**src/hdl/ouart_pkg.sv**
```systemverilog
// ----------------------------------------------------------------------------
// ouart_pkg
// Shared types and constants for the oversampled UART with receive FIFO.
// ----------------------------------------------------------------------------
package ouart_pkg;

    // Request commands
    typedef enum logic [1:0] {
        CMD_TICK  = 2'd0,
        CMD_SEND  = 2'd1,
        CMD_POP   = 2'd2,
        CMD_FLUSH = 2'd3
    } cmd_t;

    // Configuration register indexes (byte address = 4 * index)
    typedef enum logic [1:0] {
        REG_MODE_8BIT     = 2'd0,
        REG_RX_DATA_BITS  = 2'd1,
        REG_TX_FRAME_BITS = 2'd2,
        REG_RX_ENABLE     = 2'd3
    } reg_idx_t;

    typedef struct packed {
        logic       mode_8bit;
        logic [3:0] rx_data_bits;
        logic [4:0] tx_frame_bits;
        logic       rx_enable;
    } cfg_t;

    localparam int CFG_ADDR_W = 4;
    localparam int FIFO_DEPTH_DEFAULT = 16;

    localparam logic       MODE_8BIT_RST     = 1'b0;
    localparam logic [3:0] RX_DATA_BITS_RST  = 4'd5;
    localparam logic [4:0] TX_FRAME_BITS_RST = 5'd8;
    localparam logic       RX_ENABLE_RST     = 1'b1;

    // Stop-bit patterns ORed over the shifted character
    localparam logic [15:0] TTY_STOP_PATTERN  = 16'h00C0;
    localparam logic [15:0] BYTE_STOP_PATTERN = 16'h0200;

    // Ticks per bit, and ticks from start edge to first data sample
    localparam logic [1:0] TX_BIT_TICKS   = 2'd3;
    localparam logic [2:0] RX_BIT_TICKS   = 3'd3;
    localparam logic [2:0] RX_FIRST_TICKS = 3'd4;

endpackage

```
**src/hdl/ouart_if.sv**
```systemverilog
// ----------------------------------------------------------------------------
// ouart_if
// Request and result channels of the oversampled UART.
// ----------------------------------------------------------------------------
interface ouart_req_if;
    logic              valid;
    logic              ready;
    ouart_pkg::cmd_t   cmd;
    logic [7:0]        tx_char;
    logic              rx_pin;

    modport source (output valid, output cmd, output tx_char, output rx_pin, input ready);
    modport sink   (input valid, input cmd, input tx_char, input rx_pin, output ready);
endinterface

interface ouart_rsp_if;
    logic       valid;
    logic       ready;
    logic       tx_line;
    logic [7:0] rx_byte;
    logic       rx_byte_valid;
    logic       rx_available;
    logic       tx_busy;
    logic       put_accepted;
    logic       line_break;

    modport source (output valid, output tx_line, output rx_byte, output rx_byte_valid,
                    output rx_available, output tx_busy, output put_accepted,
                    output line_break, input ready);
    modport sink   (input valid, input tx_line, input rx_byte, input rx_byte_valid,
                    input rx_available, input tx_busy, input put_accepted,
                    input line_break, output ready);
endinterface

```
**src/hdl/ouart_ram.sv**
```systemverilog
// ----------------------------------------------------------------------------
// ouart_ram
// Generic simple dual-port RAM, one write and one registered read port.
// ----------------------------------------------------------------------------
module ouart_ram #(
    parameter int WIDTH = 8,
    parameter int DEPTH = 16
) (
    input  logic                     clk,
    input  logic                     we,
    input  logic [$clog2(DEPTH)-1:0] waddr,
    input  logic [WIDTH-1:0]         wdata,
    input  logic                     re,
    input  logic [$clog2(DEPTH)-1:0] raddr,
    output logic [WIDTH-1:0]         rdata
);

    logic [WIDTH-1:0] mem [DEPTH];
    logic [WIDTH-1:0] rdata_reg;

    // Write port
    always_ff @(posedge clk)
    begin
        if (we)
        begin
            mem[waddr] <= wdata;
        end
    end

    // Read port, data held until the next read
    always_ff @(posedge clk)
    begin
        if (re)
        begin
            rdata_reg <= mem[raddr];
        end
    end

    assign rdata = rdata_reg;

endmodule

```
**src/hdl/ouart_cfg.sv**
```systemverilog
// ----------------------------------------------------------------------------
// ouart_cfg
// APB-style configuration registers.
// ----------------------------------------------------------------------------
module ouart_cfg (
    input  logic                            clk,
    input  logic                            rst_n,
    input  logic                            psel,
    input  logic                            penable,
    input  logic                            pwrite,
    input  logic [ouart_pkg::CFG_ADDR_W-1:0] paddr,
    input  logic [31:0]                     pwdata,
    output logic [31:0]                     prdata,
    output ouart_pkg::cfg_t                 cfg
);
    import ouart_pkg::*;

    cfg_t     cfg_reg;
    cfg_t     cfg_next;
    reg_idx_t idx;
    logic     wr_en;

    assign idx   = reg_idx_t'(paddr[3:2]);
    assign wr_en = psel && penable && pwrite;

    // Decode the write
    always_comb
    begin
        cfg_next = cfg_reg;
        if (wr_en)
        begin
            case (idx)
                REG_MODE_8BIT:     cfg_next.mode_8bit     = pwdata[0];
                REG_RX_DATA_BITS:  cfg_next.rx_data_bits  = pwdata[3:0];
                REG_TX_FRAME_BITS: cfg_next.tx_frame_bits = pwdata[4:0];
                REG_RX_ENABLE:     cfg_next.rx_enable     = pwdata[0];
                default:           cfg_next = cfg_reg;
            endcase
        end
    end

    always_ff @(posedge clk or negedge rst_n)
    begin
        if (!rst_n)
        begin
            cfg_reg.mode_8bit     <= MODE_8BIT_RST;
            cfg_reg.rx_data_bits  <= RX_DATA_BITS_RST;
            cfg_reg.tx_frame_bits <= TX_FRAME_BITS_RST;
            cfg_reg.rx_enable     <= RX_ENABLE_RST;
        end
        else
        begin
            cfg_reg <= cfg_next;
        end
    end

    // Read back
    always_comb
    begin
        case (idx)
            REG_MODE_8BIT:     prdata = {31'd0, cfg_reg.mode_8bit};
            REG_RX_DATA_BITS:  prdata = {28'd0, cfg_reg.rx_data_bits};
            REG_TX_FRAME_BITS: prdata = {27'd0, cfg_reg.tx_frame_bits};
            REG_RX_ENABLE:     prdata = {31'd0, cfg_reg.rx_enable};
            default:           prdata = 32'd0;
        endcase
    end

    assign cfg = cfg_reg;

endmodule

```
**src/hdl/oversampled_uart_with_rx_fifo.sv**
```systemverilog
// ----------------------------------------------------------------------------
// oversampled_uart_with_rx_fifo
// UART driven by a tick at three times baud, with a receive ring FIFO.
// ----------------------------------------------------------------------------
//  channel  dir    handshake      payload
//  req      sink   valid/ready    cmd, tx_char, rx_pin
//  rsp      source valid/ready    tx_line, rx_byte, rx_byte_valid, rx_available,
//                                 tx_busy, put_accepted, line_break
//  apb      slave  psel/penable   paddr, pwdata, prdata (pready tied high)
//
// One request per cycle; each result appears in the cycle after its request.
// The result register and the FIFO RAM's registered read port set that latency.
// A stalled result blocks new requests; the popped byte is held in the RAM
// read register until the next pop. Reset clears all control state at once;
// the FIFO RAM is not cleared.
// ----------------------------------------------------------------------------
module oversampled_uart_with_rx_fifo #(
    parameter int FIFO_DEPTH = ouart_pkg::FIFO_DEPTH_DEFAULT
) (
    input  logic                             clk,
    input  logic                             rst_n,
    ouart_req_if.sink                        req,
    ouart_rsp_if.source                      rsp,
    input  logic                             psel,
    input  logic                             penable,
    input  logic                             pwrite,
    input  logic [ouart_pkg::CFG_ADDR_W-1:0] paddr,
    input  logic [31:0]                      pwdata,
    output logic [31:0]                      prdata,
    output logic                             pready
);
    import ouart_pkg::*;

    localparam int IW = $clog2(FIFO_DEPTH);
    localparam logic [IW-1:0] LAST_INDEX = IW'(FIFO_DEPTH - 1);

    function automatic logic [IW-1:0] wrap_next(input logic [IW-1:0] i);
        if (i == LAST_INDEX)
            return '0;
        else
            return i + 1'b1;
    endfunction

    cfg_t cfg;

    ouart_cfg u_cfg (
        .clk     (clk),
        .rst_n   (rst_n),
        .psel    (psel),
        .penable (penable),
        .pwrite  (pwrite),
        .paddr   (paddr),
        .pwdata  (pwdata),
        .prdata  (prdata),
        .cfg     (cfg)
    );

    assign pready = 1'b1;

    // Transmit and receive state
    logic [15:0]   tx_shift_reg, tx_shift_next;
    logic [1:0]    tx_tick_reg, tx_tick_next;
    logic [4:0]    tx_bits_reg, tx_bits_next;
    logic          tx_active_reg, tx_active_next;
    logic          tx_level_reg, tx_level_next;
    logic          rx_busy_reg, rx_busy_next;
    logic          rx_wait_reg, rx_wait_next;
    logic [2:0]    rx_tick_reg, rx_tick_next;
    logic [3:0]    rx_bits_reg, rx_bits_next;
    logic [7:0]    rx_mask_reg, rx_mask_next;
    logic [7:0]    rx_shift_reg, rx_shift_next;
    logic          break_reg, break_next;
    logic [IW-1:0] wr_idx_reg, wr_idx_next;
    logic [IW-1:0] rd_idx_reg, rd_idx_next;

    // Result register
    logic          rsp_valid_reg;
    logic          rsp_tx_line_reg, rsp_pop_reg, rsp_avail_reg;
    logic          rsp_busy_reg, rsp_put_reg, rsp_ferr_reg;

    logic          accept;
    logic          line;
    logic [1:0]    tx_tick_eff;
    logic          push;
    logic          pop;
    logic          put_ok;
    logic [7:0]    pop_data;

    assign req.ready = !rsp_valid_reg || rsp.ready;
    assign accept    = req.valid && req.ready;
    assign line      = !req.rx_pin;

    // Compute the next state for an accepted request
    always_comb
    begin
        tx_shift_next  = tx_shift_reg;
        tx_tick_next   = tx_tick_reg;
        tx_bits_next   = tx_bits_reg;
        tx_active_next = tx_active_reg;
        tx_level_next  = tx_level_reg;
        rx_busy_next   = rx_busy_reg;
        rx_wait_next   = rx_wait_reg;
        rx_tick_next   = rx_tick_reg;
        rx_bits_next   = rx_bits_reg;
        rx_mask_next   = rx_mask_reg;
        rx_shift_next  = rx_shift_reg;
        break_next     = break_reg;
        wr_idx_next    = wr_idx_reg;
        rd_idx_next    = rd_idx_reg;
        push           = 1'b0;
        pop            = 1'b0;
        put_ok         = 1'b0;

        // Shorten the last teletype stop bit
        tx_tick_eff = tx_tick_reg;
        if (!cfg.mode_8bit && tx_bits_reg == 5'd1 && tx_tick_reg == 2'd2)
            tx_tick_eff = 2'd1;

        if (accept)
        begin
            case (req.cmd)
                CMD_TICK:
                begin
                    // Advance the transmitter
                    if (tx_active_reg)
                    begin
                        if (tx_tick_eff <= 2'd1)
                        begin
                            tx_level_next = tx_shift_reg[0];
                            tx_shift_next = {1'b0, tx_shift_reg[15:1]};
                            tx_tick_next  = TX_BIT_TICKS;
                            if (tx_bits_reg <= 5'd1)
                            begin
                                tx_bits_next   = 5'd0;
                                tx_active_next = 1'b0;
                            end
                            else
                            begin
                                tx_bits_next = tx_bits_reg - 5'd1;
                            end
                        end
                        else
                        begin
                            tx_tick_next = tx_tick_eff - 2'd1;
                        end
                    end

                    // Advance the receiver
                    if (cfg.rx_enable)
                    begin
                        if (rx_wait_reg)
                        begin
                            if (rx_tick_reg <= 3'd1)
                            begin
                                rx_tick_next = 3'd0;
                                rx_wait_next = 1'b0;
                                rx_busy_next = 1'b0;
                                push         = 1'b1;
                                wr_idx_next  = wrap_next(wr_idx_reg);
                            end
                            else
                            begin
                                rx_tick_next = rx_tick_reg - 3'd1;
                                if (rx_shift_reg == 8'd0 && !line)
                                    break_next = 1'b1;
                            end
                        end
                        else if (!rx_busy_reg)
                        begin
                            if (!line)
                            begin
                                rx_busy_next  = 1'b1;
                                rx_shift_next = 8'd0;
                                rx_tick_next  = RX_FIRST_TICKS;
                                rx_bits_next  = cfg.rx_data_bits;
                                rx_mask_next  = 8'd1;
                            end
                        end
                        else if (rx_tick_reg <= 3'd1)
                        begin
                            rx_tick_next = RX_BIT_TICKS;
                            if (line)
                                rx_shift_next = rx_shift_reg | rx_mask_reg;
                            rx_mask_next = {rx_mask_reg[6:0], 1'b0};
                            if (rx_bits_reg <= 4'd1)
                            begin
                                rx_bits_next = 4'd0;
                                rx_wait_next = 1'b1;
                            end
                            else
                            begin
                                rx_bits_next = rx_bits_reg - 4'd1;
                            end
                        end
                        else
                        begin
                            rx_tick_next = rx_tick_reg - 3'd1;
                        end
                    end
                end

                CMD_SEND:
                begin
                    // Load a frame unless one is still going out
                    if (!tx_active_reg)
                    begin
                        tx_tick_next   = TX_BIT_TICKS;
                        tx_bits_next   = cfg.tx_frame_bits;
                        tx_shift_next  = {7'd0, req.tx_char, 1'b0} |
                                         (cfg.mode_8bit ? BYTE_STOP_PATTERN : TTY_STOP_PATTERN);
                        tx_active_next = 1'b1;
                        put_ok         = 1'b1;
                    end
                end

                CMD_POP:
                begin
                    if (rd_idx_reg != wr_idx_reg)
                    begin
                        pop         = 1'b1;
                        rd_idx_next = wrap_next(rd_idx_reg);
                    end
                end

                CMD_FLUSH:
                begin
                    wr_idx_next = '0;
                    rd_idx_next = '0;
                end

                default:
                begin
                    wr_idx_next = wr_idx_reg;
                end
            endcase
        end
    end

    always_ff @(posedge clk or negedge rst_n)
    begin
        if (!rst_n)
        begin
            tx_shift_reg  <= '0;
            tx_tick_reg   <= '0;
            tx_bits_reg   <= '0;
            tx_active_reg <= 1'b0;
            tx_level_reg  <= 1'b1;
            rx_busy_reg   <= 1'b0;
            rx_wait_reg   <= 1'b0;
            rx_tick_reg   <= '0;
            rx_bits_reg   <= '0;
            rx_mask_reg   <= '0;
            rx_shift_reg  <= '0;
            break_reg     <= 1'b0;
            wr_idx_reg    <= '0;
            rd_idx_reg    <= '0;
        end
        else
        begin
            tx_shift_reg  <= tx_shift_next;
            tx_tick_reg   <= tx_tick_next;
            tx_bits_reg   <= tx_bits_next;
            tx_active_reg <= tx_active_next;
            tx_level_reg  <= tx_level_next;
            rx_busy_reg   <= rx_busy_next;
            rx_wait_reg   <= rx_wait_next;
            rx_tick_reg   <= rx_tick_next;
            rx_bits_reg   <= rx_bits_next;
            rx_mask_reg   <= rx_mask_next;
            rx_shift_reg  <= rx_shift_next;
            break_reg     <= break_next;
            wr_idx_reg    <= wr_idx_next;
            rd_idx_reg    <= rd_idx_next;
        end
    end

    // Receive FIFO storage
    ouart_ram #(
        .WIDTH (8),
        .DEPTH (FIFO_DEPTH)
    ) u_fifo_ram (
        .clk   (clk),
        .we    (push),
        .waddr (wr_idx_reg),
        .wdata (rx_shift_reg),
        .re    (pop),
        .raddr (rd_idx_reg),
        .rdata (pop_data)
    );

    // Hold the result until taken
    always_ff @(posedge clk or negedge rst_n)
    begin
        if (!rst_n)
        begin
            rsp_valid_reg <= 1'b0;
        end
        else if (accept)
        begin
            rsp_valid_reg <= 1'b1;
        end
        else if (rsp.ready)
        begin
            rsp_valid_reg <= 1'b0;
        end
    end

    always_ff @(posedge clk)
    begin
        if (accept)
        begin
            rsp_tx_line_reg <= tx_level_next;
            rsp_pop_reg     <= pop;
            rsp_avail_reg   <= (rd_idx_next != wr_idx_next);
            rsp_busy_reg    <= tx_active_next;
            rsp_put_reg     <= put_ok;
            rsp_ferr_reg    <= break_next;
        end
    end

    assign rsp.valid         = rsp_valid_reg;
    assign rsp.tx_line       = rsp_tx_line_reg;
    assign rsp.rx_byte       = rsp_pop_reg ? pop_data : 8'd0;
    assign rsp.rx_byte_valid = rsp_pop_reg;
    assign rsp.rx_available  = rsp_avail_reg;
    assign rsp.tx_busy       = rsp_busy_reg;
    assign rsp.put_accepted  = rsp_put_reg;
    assign rsp.line_break    = rsp_ferr_reg;

endmodule
```
**src/flat_wrapper.sv**
```systemverilog
// flat-port wrapper written by rule: the top's interface ports become plain ports
module oversampled_uart_with_rx_fifo_flat import ouart_pkg::*;
#(
    parameter int FIFO_DEPTH = ouart_pkg::FIFO_DEPTH_DEFAULT
)
  (clk, rst_n, psel, penable, pwrite, paddr, pwdata, prdata, pready, req_valid, req_cmd, req_tx_char, req_rx_pin, req_ready, rsp_valid, rsp_tx_line, rsp_rx_byte, rsp_rx_byte_valid, rsp_rx_available, rsp_tx_busy, rsp_put_accepted, rsp_line_break, rsp_ready);
  ouart_req_if req_i ();
  ouart_rsp_if rsp_i ();
  input  logic clk;
  input  logic rst_n;
  input  logic psel;
  input  logic penable;
  input  logic pwrite;
  input  logic [ouart_pkg::CFG_ADDR_W-1:0] paddr;
  input  logic [31:0] pwdata;
  output logic [31:0] prdata;
  output logic pready;
  input wire logic [$bits(req_i.valid)-1:0] req_valid;
  input wire logic [$bits(req_i.cmd)-1:0] req_cmd;
  input wire logic [$bits(req_i.tx_char)-1:0] req_tx_char;
  input wire logic [$bits(req_i.rx_pin)-1:0] req_rx_pin;
  output wire logic [$bits(req_i.ready)-1:0] req_ready;
  output wire logic [$bits(rsp_i.valid)-1:0] rsp_valid;
  output wire logic [$bits(rsp_i.tx_line)-1:0] rsp_tx_line;
  output wire logic [$bits(rsp_i.rx_byte)-1:0] rsp_rx_byte;
  output wire logic [$bits(rsp_i.rx_byte_valid)-1:0] rsp_rx_byte_valid;
  output wire logic [$bits(rsp_i.rx_available)-1:0] rsp_rx_available;
  output wire logic [$bits(rsp_i.tx_busy)-1:0] rsp_tx_busy;
  output wire logic [$bits(rsp_i.put_accepted)-1:0] rsp_put_accepted;
  output wire logic [$bits(rsp_i.line_break)-1:0] rsp_line_break;
  input wire logic [$bits(rsp_i.ready)-1:0] rsp_ready;
  assign req_i.valid = req_valid;
  assign req_i.cmd = req_cmd;
  assign req_i.tx_char = req_tx_char;
  assign req_i.rx_pin = req_rx_pin;
  assign req_ready = req_i.ready;
  assign rsp_valid = rsp_i.valid;
  assign rsp_tx_line = rsp_i.tx_line;
  assign rsp_rx_byte = rsp_i.rx_byte;
  assign rsp_rx_byte_valid = rsp_i.rx_byte_valid;
  assign rsp_rx_available = rsp_i.rx_available;
  assign rsp_tx_busy = rsp_i.tx_busy;
  assign rsp_put_accepted = rsp_i.put_accepted;
  assign rsp_line_break = rsp_i.line_break;
  assign rsp_i.ready = rsp_ready;
  oversampled_uart_with_rx_fifo #(.FIFO_DEPTH(FIFO_DEPTH)) u_core (.clk(clk), .rst_n(rst_n), .req(req_i), .rsp(rsp_i), .psel(psel), .penable(penable), .pwrite(pwrite), .paddr(paddr), .pwdata(pwdata), .prdata(prdata), .pready(pready));
endmodule
```
**config.mk**
```make
export PLATFORM = sky130hd
export DESIGN_NAME = oversampled_uart_with_rx_fifo_flat
export DESIGN_NICKNAME = d
export VERILOG_FILES = /design/src/hdl/ouart_pkg.sv /design/src/hdl/ouart_if.sv /design/src/hdl/ouart_ram.sv /design/src/hdl/ouart_cfg.sv /design/src/hdl/oversampled_uart_with_rx_fifo.sv /design/src/flat_wrapper.sv
export SDC_FILE = /design/constraint.sdc
export NUM_CORES = 1
export LEC_CHECK = 0
export ABC_AREA = 1
export BUFFER_PORTS_ARGS = -buffer_cell sky130_fd_sc_hd__buf_2
export CAP_MARGIN = 15
export CORE_MARGIN = 8
export CORE_UTILIZATION = 44
export CTS_CLUSTER_DIAMETER = 200
export DETAILED_ROUTE_END_ITERATION = 8
export PLACE_DENSITY = 0.66
export SYNTH_ARGS = -nofsm -noshare
export SYNTH_HDL_FRONTEND = slang
export SYNTH_SLANG_ARGS = --single-unit
```
**constraint.sdc**
```tcl
create_clock -name clk -period 2.1 [get_ports clk]
set_input_delay 0.63 -clock clk [delete_from_list [all_inputs] [get_ports clk]]
set_output_delay 0.63 -clock clk [all_outputs]
set_load 0.05 [all_outputs]
```
==> metrics.md, run 1 <==
| Metric | Value |
|---|---|
| Max Used Layer | met4 |
| Die Wd | 162 µm |
| Vias per cell | 5.11 |
| Worst slack, placed | -0.126 ns |
| Worst-path clk slew | 0.06 ns |
| CTS tree | built |
| GRT Total Usage | 15.3% |
| H-Tree Depth | 1 |
| Total grt overflow | 0 |
| Layout Area Growth over Synthesis | 20.6% |
| Worst-margin pin slew | 0.536 ns |
| Clock Sinks | 207 |
| Synth area leaders | edfxtp_1 (46%), dfrtp_1 (16%), nand2_1 (6.2%), o21ai_0 (5.2%), nor2_1 (4.6%) |
| Vias in the first global route | 6,432 |
| Peak supply drop | 0.669 mV |
| Most used DFF post-synth | edfxtp_1 |
| Top-area cell type share of the netlist area | 45.8% |
| IO Pins | 103 |
| Ys Warns | 0 |
| Row count | 53 |
| CTS Buf Count | 22 |
| Avg WL per Cell | 15.7 µm |
| First-pass DRT Iterations | 5 |
| Worst endpoint data arrival time | 1.46 ns |
| Mapped Cells | 897 |
| Avg Cell Area, Syn | 10.4 µm² |
| Routed wl met2 | 10,000 µm |
| Max-Cap Viols | 0 |
| Met3 wire length | 1190 µm |
| CTS Root Cell | clkbuf_16 |
| DPL Wire Length | 13,400 µm |
| Worst min path class | in -> async |
| Highest net fanout along the worst path | 2 |
| Leakage | 4.37 nW |
| Sequential area share after synthesis | 63.3% |
| RSZ-0062 raised after global routing | yes |
| Initial core utilization | 44.6% |
| Port buffer count | 45 |
| PwrDens | 1100 mW/mm² |
| First-pass GRT wire length | 32,600 µm |
| Share of cells above drive strength 1 | 20.8% |
| CP Data Required Time | 1.47 ns |
| Final period util | 99.3% |
| Yosys top cell by area | edfxtp_1 |
| Initial antenna violation count | 0 |
| Worst-Skew Late Latency | 0.51 ns |
| Flops & latches, synth | 207 |
| Post-synth EDFFs | 142 |
| Final setup margin | 0.0140 ns |
| Clock skew | 0.0127 ns |
| Largest net degree at the start of global routing | 65 |
| Max reg flops | 128 |
| Core area | 0.0209 mm² |
| Net count, final | 1,072 |
| Via count | 6,609 |
| Status | finished, final reports clean |
| Max-slew headroom | 64.1% |
| Fmax | 0.479 GHz |
| Synth Cell Area | 0.00932 mm² |
| Startpoint Class | flip-flop |
| CTS hold repair buffers | 0 |
| Drt drc | 0 |
| Fin. Hold Viols | 0 |
| Final WL | 20,300 µm |
| Longest Clk Path Bufs | 3 |
| Critical path class | reg -> out |
| 1st-iter DRT viols | 393 |
| Area of placed instances | 0.0105 mm² |
| Fin. max-slew vios | 0 |
| RePlAce Congestion | 0.817 |
| Ys async rst share | 31.4% |
| M1 WL | 8710 µm |
| Ant. Diodes | 0 |
| Tmin final | 2.09 ns |
| DIE HEIGHT | 162 µm |
| ANT nets after route | 0 |
| Distinct cells, synth | 41 |
| Die Footprint | 0.0261 mm² |
| CP endpoint kind | primary output |
| Final setup vio count | 0 |
| Design area | 0.0112 mm² |
worst max-delay path, cell delays in order (launching register included):
cell and delay [ns]:
dfstp_2 0.54, inv_2 0.04, o22ai_2 0.19, buf_6 0.19
Yosys cell counts (16+ instances only):
master and number:
buf_4 30, clkbuf_1 22, o22ai_1 38, edfxtp_1 142, nand3_1 30, o21ai_1 16, nor2_1 113, inv_1 71
dfrtp_1 60, ha_1 16, nand2_1 154, o21ai_0 96
metal layers:
metal / up-vias / track usage (%)
li1: 3254 / -
met1: 3140 / 19.4
met2: 187 / 26.5
met3: 28 / 2.75
met4: 0 / 3.96
met5: - / 0
metrics by stage:
stage / TNS [ns] / utilization, % / hold WS (ns) / std cells / total power, mW
5_1_grt: -0.122 / 53.8 / 0.0715 / 1293 / 13.1
3_5_place_dp: -5.40 / 50.2 / 0.447 / 1248 / 8.93
2_1_floorplan: -1.15 / - / 0.334 / 923 / 7.85
4_1_cts: 0 / 53.5 / 0.0474 / 1288 / 12.5
3_3_place_gp: -3.41 / 50.2 / 0.440 / 1248 / 8.85
6_report: 0 / 53.8 / 0.0542 / 1293 / 12.4
cells in the final DEF, fill, tap and decap left out, types with 15 or more instances in the layout:
master     synthesis  final
nand2_1          154    150
edfxtp_1         142    142
nor2_1           113     98
o21ai_0           96     96
inv_1             71     69
dfrtp_1           60     58
buf_4             30     57
buf_2              9     41
o22ai_1           38     37
nand3_1           30     30
conb_1             2     28
clkbuf_16          0     22
nor2_4             4     17
o21ai_1           16     16
ha_1              16     16
buf_12             0     15
final cells by class:
cell class / count / area, µm²
fill: 1862 / 9650
timing repair buffer: 117 / 976
inverter: 83 / 317
clock buffer: 30 / 601
clock inverter: 10 / 55.1
tap: 275 / 344
sequential: 207 / 5900
multi-input combinational: 571 / 3040
power by group:
part	leakage, nW	switching (mW)	internal [mW]
Sequential	1.79	0.267	4.87
Clock	0.323	1.52	2.00
Combinational	2.26	2.53	1.22
timing repair:
item,4_1_cts,5_1_grt
pin swaps,2,4
gates resized for setup,8,5
endpoints found under the hold margin,0,0
setup endpoints to repair,4,23
buffers inserted,0,5
cell families after synthesis:
group / Yosys count / share of synthesized area [%]
mux: 1 / 0.107
flops: 207 / 63.3
buf+inv: 145 / 7.21
xor+xnor: 4 / 0.376
compound gates: 192 / 11.9
simple gates: 330 / 14.9
fa+ha+maj: 16 / 2.15
other cells: 2 / 0.0806
final timing paths:
path                                       start                           end  slack (ns)  depth (start not counted)
max                          u_core.u_cfg.cfg[8]                     prdata[2]        0.01                          3
min reg2reg                     u_core.break_reg              u_core.break_reg        0.46                          1
min in group clk                       pwdata[2]           u_core.u_cfg.cfg[8]        0.38                          3
max reg2reg                u_core.rx_tick_reg[1]  u_core.u_fifo_ram.mem[12][7]        0.12                         10
max in group asynchronous                  rst_n           u_core.u_cfg.cfg[6]        1.49                          2
min                                        rst_n        u_core.tx_shift_reg[6]        0.05                          1
Note: power is estimated with default switching activity, not from simulation.
==> inputs of run 2 (changes only) <==
- ABC_AREA: 1 -> unset
==> metrics.md, run 2 <==
| Metric | Value |
|---|---|
| Status | complete, but fails checks |
| GRT Total Usage | 14.7% (-0.60 points) |
| Net count, final | 799 (-25%) |
| Worst endpoint data arrival time | 1.55 ns (+0.09 ns) |
| Longest Clk Path Bufs | 3 (unchanged) |
| Die Wd | 160 µm (-0.81%) |
| Cell with the most instances after synthesis | edfxtp_1 |
| First-pass DRT Iterations | 5 (unchanged) |
| Vias in the first global route | 5,775 (-10%) |
| Ys Warns | 0 (unchanged) |
| Mapped Cells | 620 (-31%) |
| Tmin final | 2.18 ns (+0.0979 ns) |
| Synth area leaders | edfxtp_1 (47%), dfrtp_1 (16%), mux4_2 (10%), buf_4 (2.5%), ha_1 (2.2%) |
| Ys async rst share | 31.4% (unchanged) |
| Top-area cell type share of the netlist area | 46.6% (+0.84 points) |
| CP max stage delay | 0.50 ns (-0.04 ns) |
| Fin. Hold Viols | 0 (unchanged) |
| Distinct cells, synth | 62 (+51%) |
| IO Pins | 103 (unchanged) |
| CP endpoint kind | primary output |
| Total grt overflow | 0 (unchanged) |
| RePlAce Congestion | 0.845 (+3.5%) |
| Worst-margin pin slew | 0.634 ns (+0.0983 ns) |
| H-Tree Depth | 1 (unchanged) |
| Layout Area Growth over Synthesis | 23.1% |
| R2r endpoint | u_core.rsp.rx_available |
| Post-synth EDFFs | 142 (unchanged) |
| Ant. Diodes | 0 (unchanged) |
| Sequential area share after synthesis | 64.4% (+1.2 points) |
| 1st-iter DRT viols | 339 (-14%) |
| ANT nets after route | 0 (unchanged) |
| Port buffer count | 45 (unchanged) |
| CP Data Required Time | 1.47 ns (about the same) |
| Clock skew | 0.0126 ns (-0.0000919 ns) |
| Via count | 5,400 (-18%) |
| Initial core utilization | 45.1% (+0.47 points) |
| Final setup margin | -0.0839 ns (-0.0979 ns) |
| Yosys top cell by area | edfxtp_1 |
| Highest net fanout along the worst path | 2 (unchanged) |
| DIE HEIGHT | 160 µm (-0.81%) |
| Fin util | 55.5% (+1.7 points) |
| Final setup vio count | 1 (+1) |
| Fin. max-slew vios | 0 (unchanged) |
| Worst min path class | in -> async |
| Worst-Skew Late Latency | 0.51 ns (about the same) |
| Drt drc | 0 (unchanged) |
| Failing checks | negative setup slack |
| Core area | 0.0203 mm² (-2.8%) |
| Max-slew headroom | 57.7% (-6.4 points) |
| Most frequent cells in the layout | edfxtp_1 (142), dfrtp_1 (58), buf_4 (46), nand2_1 (44), buf_2 (42) |
| CTS Buf Count | 22 (unchanged) |
| Clock Sinks | 207 (unchanged) |
| Avg Cell Area, Syn | 14.8 µm² (+42%) |
| Synth Cell Area | 0.00915 mm² (-1.8%) |
| Critical path class | reg -> out |
| CTS tree | built |
| Fmax | 0.458 GHz (-4.5%) |
| PwrDens | 1070 mW/mm² (-3.6%) |
| Avg WL per Cell | 18.8 µm (+20%) |
| Startpoint Class | flip-flop |
| First-pass GRT wire length | 30,700 µm (-5.8%) |
| Commonest non-fill, non-tap cell in the layout | edfxtp_1 |
| Flops & latches, synth | 207 (unchanged) |
| DPL Wire Length | 13,100 µm (-2.4%) |
| Share of cells above drive strength 1 | 34.4% (+14 points) |
| Cells on worst reg2reg path | 6 (-4) |
| Most used DFF post-synth | edfxtp_1 |
| Initial antenna violation count | 0 (unchanged) |
| R2R Setup Slk | 0.01 ns (-0.11 ns) |
| Cell breakdown of the critical path | mux4_2, buf_8 |
| Reg2reg start | u_core.rd_idx_reg[0] |
| Peak supply drop | 0.686 mV (+2.4%) |
| Post-synth top cells | edfxtp_1 (142), dfrtp_1 (60), nand2_1 (48) |
| Slowest CP cell | mux4_2 |
| Row count | 52 (-1.9%) |
| Vias per cell | 5.32 (+4.1%) |
| Worst-path clk slew | 0.06 ns (about the same) |
| Final setup TNS | -0.0839 ns (-0.0839 ns) |
| Max reg flops | 128 (unchanged) |
| Leakage | 4.33 nW (-0.94%) |
| Final period util | 104% (+4.7 points) |
| Worst slack, placed | -0.349 ns (-0.223 ns) |
| CTS Root Cell | clkbuf_16 |
| RSZ-0062 raised after global routing | yes |
| Largest net degree at the start of global routing | 66 (+1.5%) |
| Die Footprint | 0.0257 mm² (-1.6%) |
| Final WL | 19,100 µm (-6.1%) |
| Max-Cap Viols | 0 (unchanged) |
-- run 2: worst max-delay path by stage --
| stage | end | slack (ns) | cells after the start | start |
|---|---|---|---|---|
| 2_1_floorplan | u_core.u_fifo_ram.mem[2][0] | -0.14 | 7 | rsp_ready |
| 3_5_place_dp | u_core.rsp.rx_available | -0.35 | 8 | req_cmd[0] |
| 6_report | prdata[0] | -0.08 | 2 | u_core.u_cfg.cfg[10] |
| 5_1_grt | prdata[0] | -0.13 | 2 | u_core.u_cfg.cfg[10] |
| 3_3_place_gp | u_core.rsp.rx_available | -0.33 | 8 | req_cmd[0] |
| 4_1_cts | prdata[0] | -0.11 | 2 | u_core.u_cfg.cfg[10] |
-- run 2: metal layers --
layer,wire length (µm),global-route usage (%)
met1,7880,18.3
met2,10000,26.0
met3,763,2.57
met4,403,4.08
met5,0,0
-- run 2: repair_timing --
item                                    in CTS  in global routing
resized for setup                            6                 15
setup buffers                                4                  2
pin swaps                                    1                  3
endpoints found under the setup margin      45                134
gates cloned                                 0                  1
hold buffers                                 0                  0
-- run 2: layout make-up --
type / instances / area (µm²)
clock inverters: 15 / 136
multi-input cells: 364 / 3130
repair buffers: 115 / 1070
inverters: 19 / 86.3
fillers: 1622 / 9040
flip-flops and latches: 207 / 5900
well taps: 270 / 338
clock buffers: 25 / 593
-- run 2: worst max-delay path: cells and delay by family (launching register included) --
family	cells	cell delay, ns
muxes	1	0.50
DFF	1	0.38
buffers and inverters	1	0.17
-- run 2: logic make-up after synthesis --
| group | synth area share [%] |
|---|---|
| and+or+nand+nor | 8.67 |
| AOI/OAI and AO/OA | 6.56 |
| xor gates and xnor gates | 1.09 |
| adders and majority gates | 2.19 |
| buffers and inverters | 4.50 |
| DFF | 64.4 |
| other | 0.0821 |
| muxes | 12.5 |
-- run 2: through the flow --
stage / hold WS (ns) / std cells / total power [mW] / instance area [µm²]
after floorplan: 0.334 / 646 / 7.25 / 9420
final: 0.142 / 1015 / 12.0 / 11300
after global routing: 0.169 / 1015 / 12.5 / 11300
after global placement: 0.451 / 968 / 7.91 / 10300
after detailed placement: 0.462 / 968 / 8.06 / 10300
after CTS: 0.148 / 1012 / 12.0 / 11100
-- run 2: power by group --
group	internal (mW)	switching, mW	leakage, nW	total (mW)
registers	4.72	0.311	2.20	5.03
clock network	2.28	1.57	0.353	3.85
logic	1.54	1.57	1.78	3.11
==> inputs of run 3 (changes only) <==
- CELL_PAD_IN_SITES_DETAIL_PLACEMENT: unset -> 1
- CELL_PAD_IN_SITES_GLOBAL_PLACEMENT: unset -> 2
- CORE_UTILIZATION: 44 -> 38
- PLACE_DENSITY: 0.66 -> unset
- PLACE_DENSITY_LB_ADDON: unset -> 0.1
==> metrics.md, run 3 (synthesis results as in run 2) <==
| Metric | Value |
|---|---|
| Worst min path class | in -> async |
| Cell breakdown of the critical path | buf_6, mux4_2, buf_8 |
| DIE HEIGHT | 171 µm (+6.8%) |
| Area of placed instances | 0.0106 mm² (+2.1%) |
| Fin. max-slew vios | 0 (unchanged) |
| Initial core utilization | 38.9% (-6.2 points) |
| CP endpoint kind | primary output |
| Max-Cap Viols | 0 (unchanged) |
| Port buffer count | 45 (unchanged) |
| Slowest CP cell | mux4_2 |
| Clock skew | 0.00559 ns (-0.00700 ns) |
| Vias in the first global route | 5,857 (+1.4%) |
| Initial antenna violation count | 0 (unchanged) |
| Worst-path clk slew | 0.06 ns (about the same) |
| Worst-Skew Late Latency | 0.52 ns (about the same) |
| RSZ-0062 raised after global routing | yes |
| Via count | 5,391 (-0.17%) |
| Cells on worst reg2reg path | 7 (+1) |
| Share of cells above drive strength 1 | 36.5% (+2.1 points) |
| ANT nets after route | 0 (unchanged) |
| Worst-margin pin slew | 0.565 ns (-0.0691 ns) |
| Largest net degree at the start of global routing | 66 (unchanged) |
| Ant. Diodes | 0 (unchanged) |
| Failing checks | negative setup slack |
| Final WL | 20,600 µm (+7.9%) |
| Total grt overflow | 0 (unchanged) |
| CP Data Required Time | 1.47 ns (about the same) |
| Row count | 56 (+7.7%) |
| Die Wd | 171 µm (+6.8%) |
| DPL Wire Length | 14,500 µm (+11%) |
| Filler cells | 2,348 (+45%) |
| Longest Clk Path Bufs | 3 (unchanged) |
| CP max stage delay | 0.49 ns (about the same) |
| Max-slew headroom | 62.3% (+4.6 points) |
| Peak supply drop | 0.566 mV (-17%) |
| Leakage | 4.52 nW (+4.2%) |
| First-pass GRT wire length | 32,700 µm (+6.4%) |
| CTS tree | built |
| Clock Sinks | 207 (unchanged) |
| First-pass DRT Iterations | 4 (-1) |
| Fmax | 0.436 GHz (-4.7%) |
| Critical path class | reg -> out |
| Max reg flops | 128 (unchanged) |
| Most frequent cells in the layout | edfxtp_1 (142), buf_4 (65), dfrtp_1 (59), nand2_1 (43), mux4_2 (41) |
| Final setup vio count | 2 (+1) |
| 1st-iter DRT viols | 213 (-37%) |
| Avg WL per Cell | 18.9 µm (+0.54%) |
| Worst endpoint data arrival time | 1.66 ns (+0.11 ns) |
| PwrDens | 1090 mW/mm² (+2.5%) |
| Fin. Hold Viols | 0 (unchanged) |
| CTS Buf Count | 24 (+9.1%) |
| GRT Total Usage | 14.3% (-0.47 points) |
| Final setup margin | -0.192 ns (-0.109 ns) |
| Final period util | 109% (+5.2 points) |
| Startpoint Class | flip-flop |
| CP startpoint | u_core.u_cfg.cfg[0] |
| Layout Area Growth over Synthesis | 26.7% |
| Tmin final | 2.29 ns (+0.109 ns) |
| Vias per cell | 4.95 (-7.0%) |
| Core area | 0.0235 mm² (+16%) |
| Power Total | 12.7 mW (+5.5%) |
| Highest net fanout along the worst path | 2 (unchanged) |
| Fin util | 49.3% (-6.2 points) |
| Die Footprint | 0.0293 mm² (+14%) |
| Commonest non-fill, non-tap cell in the layout | edfxtp_1 |
| Status | complete, but fails checks |
| Reg2reg start | u_core.u_cfg.cfg[0] |
| IO Pins | 103 (unchanged) |
| RePlAce Congestion | 0.761 (-10%) |
| H-Tree Depth | 1 (unchanged) |
| Worst slack, placed | -0.417 ns (-0.0679 ns) |
| Design area | 0.0116 mm² (+3.0%) |
| Drt drc | 0 (unchanged) |
| Net count, final | 822 (+2.9%) |
| CTS Root Cell | clkbuf_16 |
-- run 3: cell count changes in the layout (fill, tap and decap cells not counted), sizes merged --
cell and delta:
clkbuf +4, clkinvlp -2, bufinv +3, dlymetal6s2s +1
buf +19, clkinv +1, inv -1
-- run 3: cell type report --
| class | count | area [µm²] | share of cell area [%] |
|---|---|---|---|
| Sequential cell | 207 | 5900 | 50.9 |
| Multi-Input combinational cell | 364 | 3130 | 27.0 |
| Timing Repair Buffer | 136 | 1240 | 10.7 |
| Clock buffer | 28 | 626 | 5.39 |
| Tap cell | 319 | 399 | 3.44 |
| Clock inverter | 16 | 219 | 1.89 |
| Inverter | 19 | 86.3 | 0.744 |
-- run 3: path summary, 6_finish.rpt --
| check | to | slack (ns) |
|---|---|---|
| worst min register to register | u_core.tx_shift_reg[3] | 0.48 |
| worst max-delay path | prdata[0] | -0.19 |
| max in group asynchronous | u_core.u_cfg.cfg[8] | 1.63 |
| min in group clk | u_core.u_cfg.cfg[5] | 0.34 |
| worst max register to register | u_core.rsp.rx_available | -0.01 |
| worst min-delay path | u_core.tx_shift_reg[6] | 0.12 |
-- run 3: worst max-delay path, delay by kind of cell (launching register included) --
family,cells,cell delay [ns]
muxes,1,0.49
DFF,1,0.37
buffers and inverters,2,0.28
-- run 3: routing by layer --
layer,vias to the layer above,GRT usage [%],wire length [µm]
met1,2716,17.7,8950
met5,-,0,0
met2,92,24.8,10400
li1,2555,-,-
met3,28,2.87,888
met4,0,4.05,334
-- run 3: stage by stage --
step / hold WS, ns / instances / TNS, ns
after floorplan: 0.334 / 646 / -10.68
after global placement: 0.461 / 1038 / -44.07
after detailed placement: 0.475 / 1038 / -52.61
after CTS: 0.126 / 1086 / -0.303
after global routing: 0.135 / 1089 / -0.452
final: 0.120 / 1089 / -0.198
-- run 3: what timing repair did --
item / in CTS / in global routing
endpoints found under the setup margin: 119 / 93
hold buffers: 0 / 0
setup buffers: 4 / 2
pin swaps: 6 / 6
cloned: 0 / 1
resized for setup: 13 / 12
-- run 3: power by group --
group	switching (mW)	internal, mW	leakage [nW]
registers	0.266	4.71	2.20
logic	1.66	1.59	1.90
clock network	1.68	2.75	0.413
total	3.61	9.06	4.52
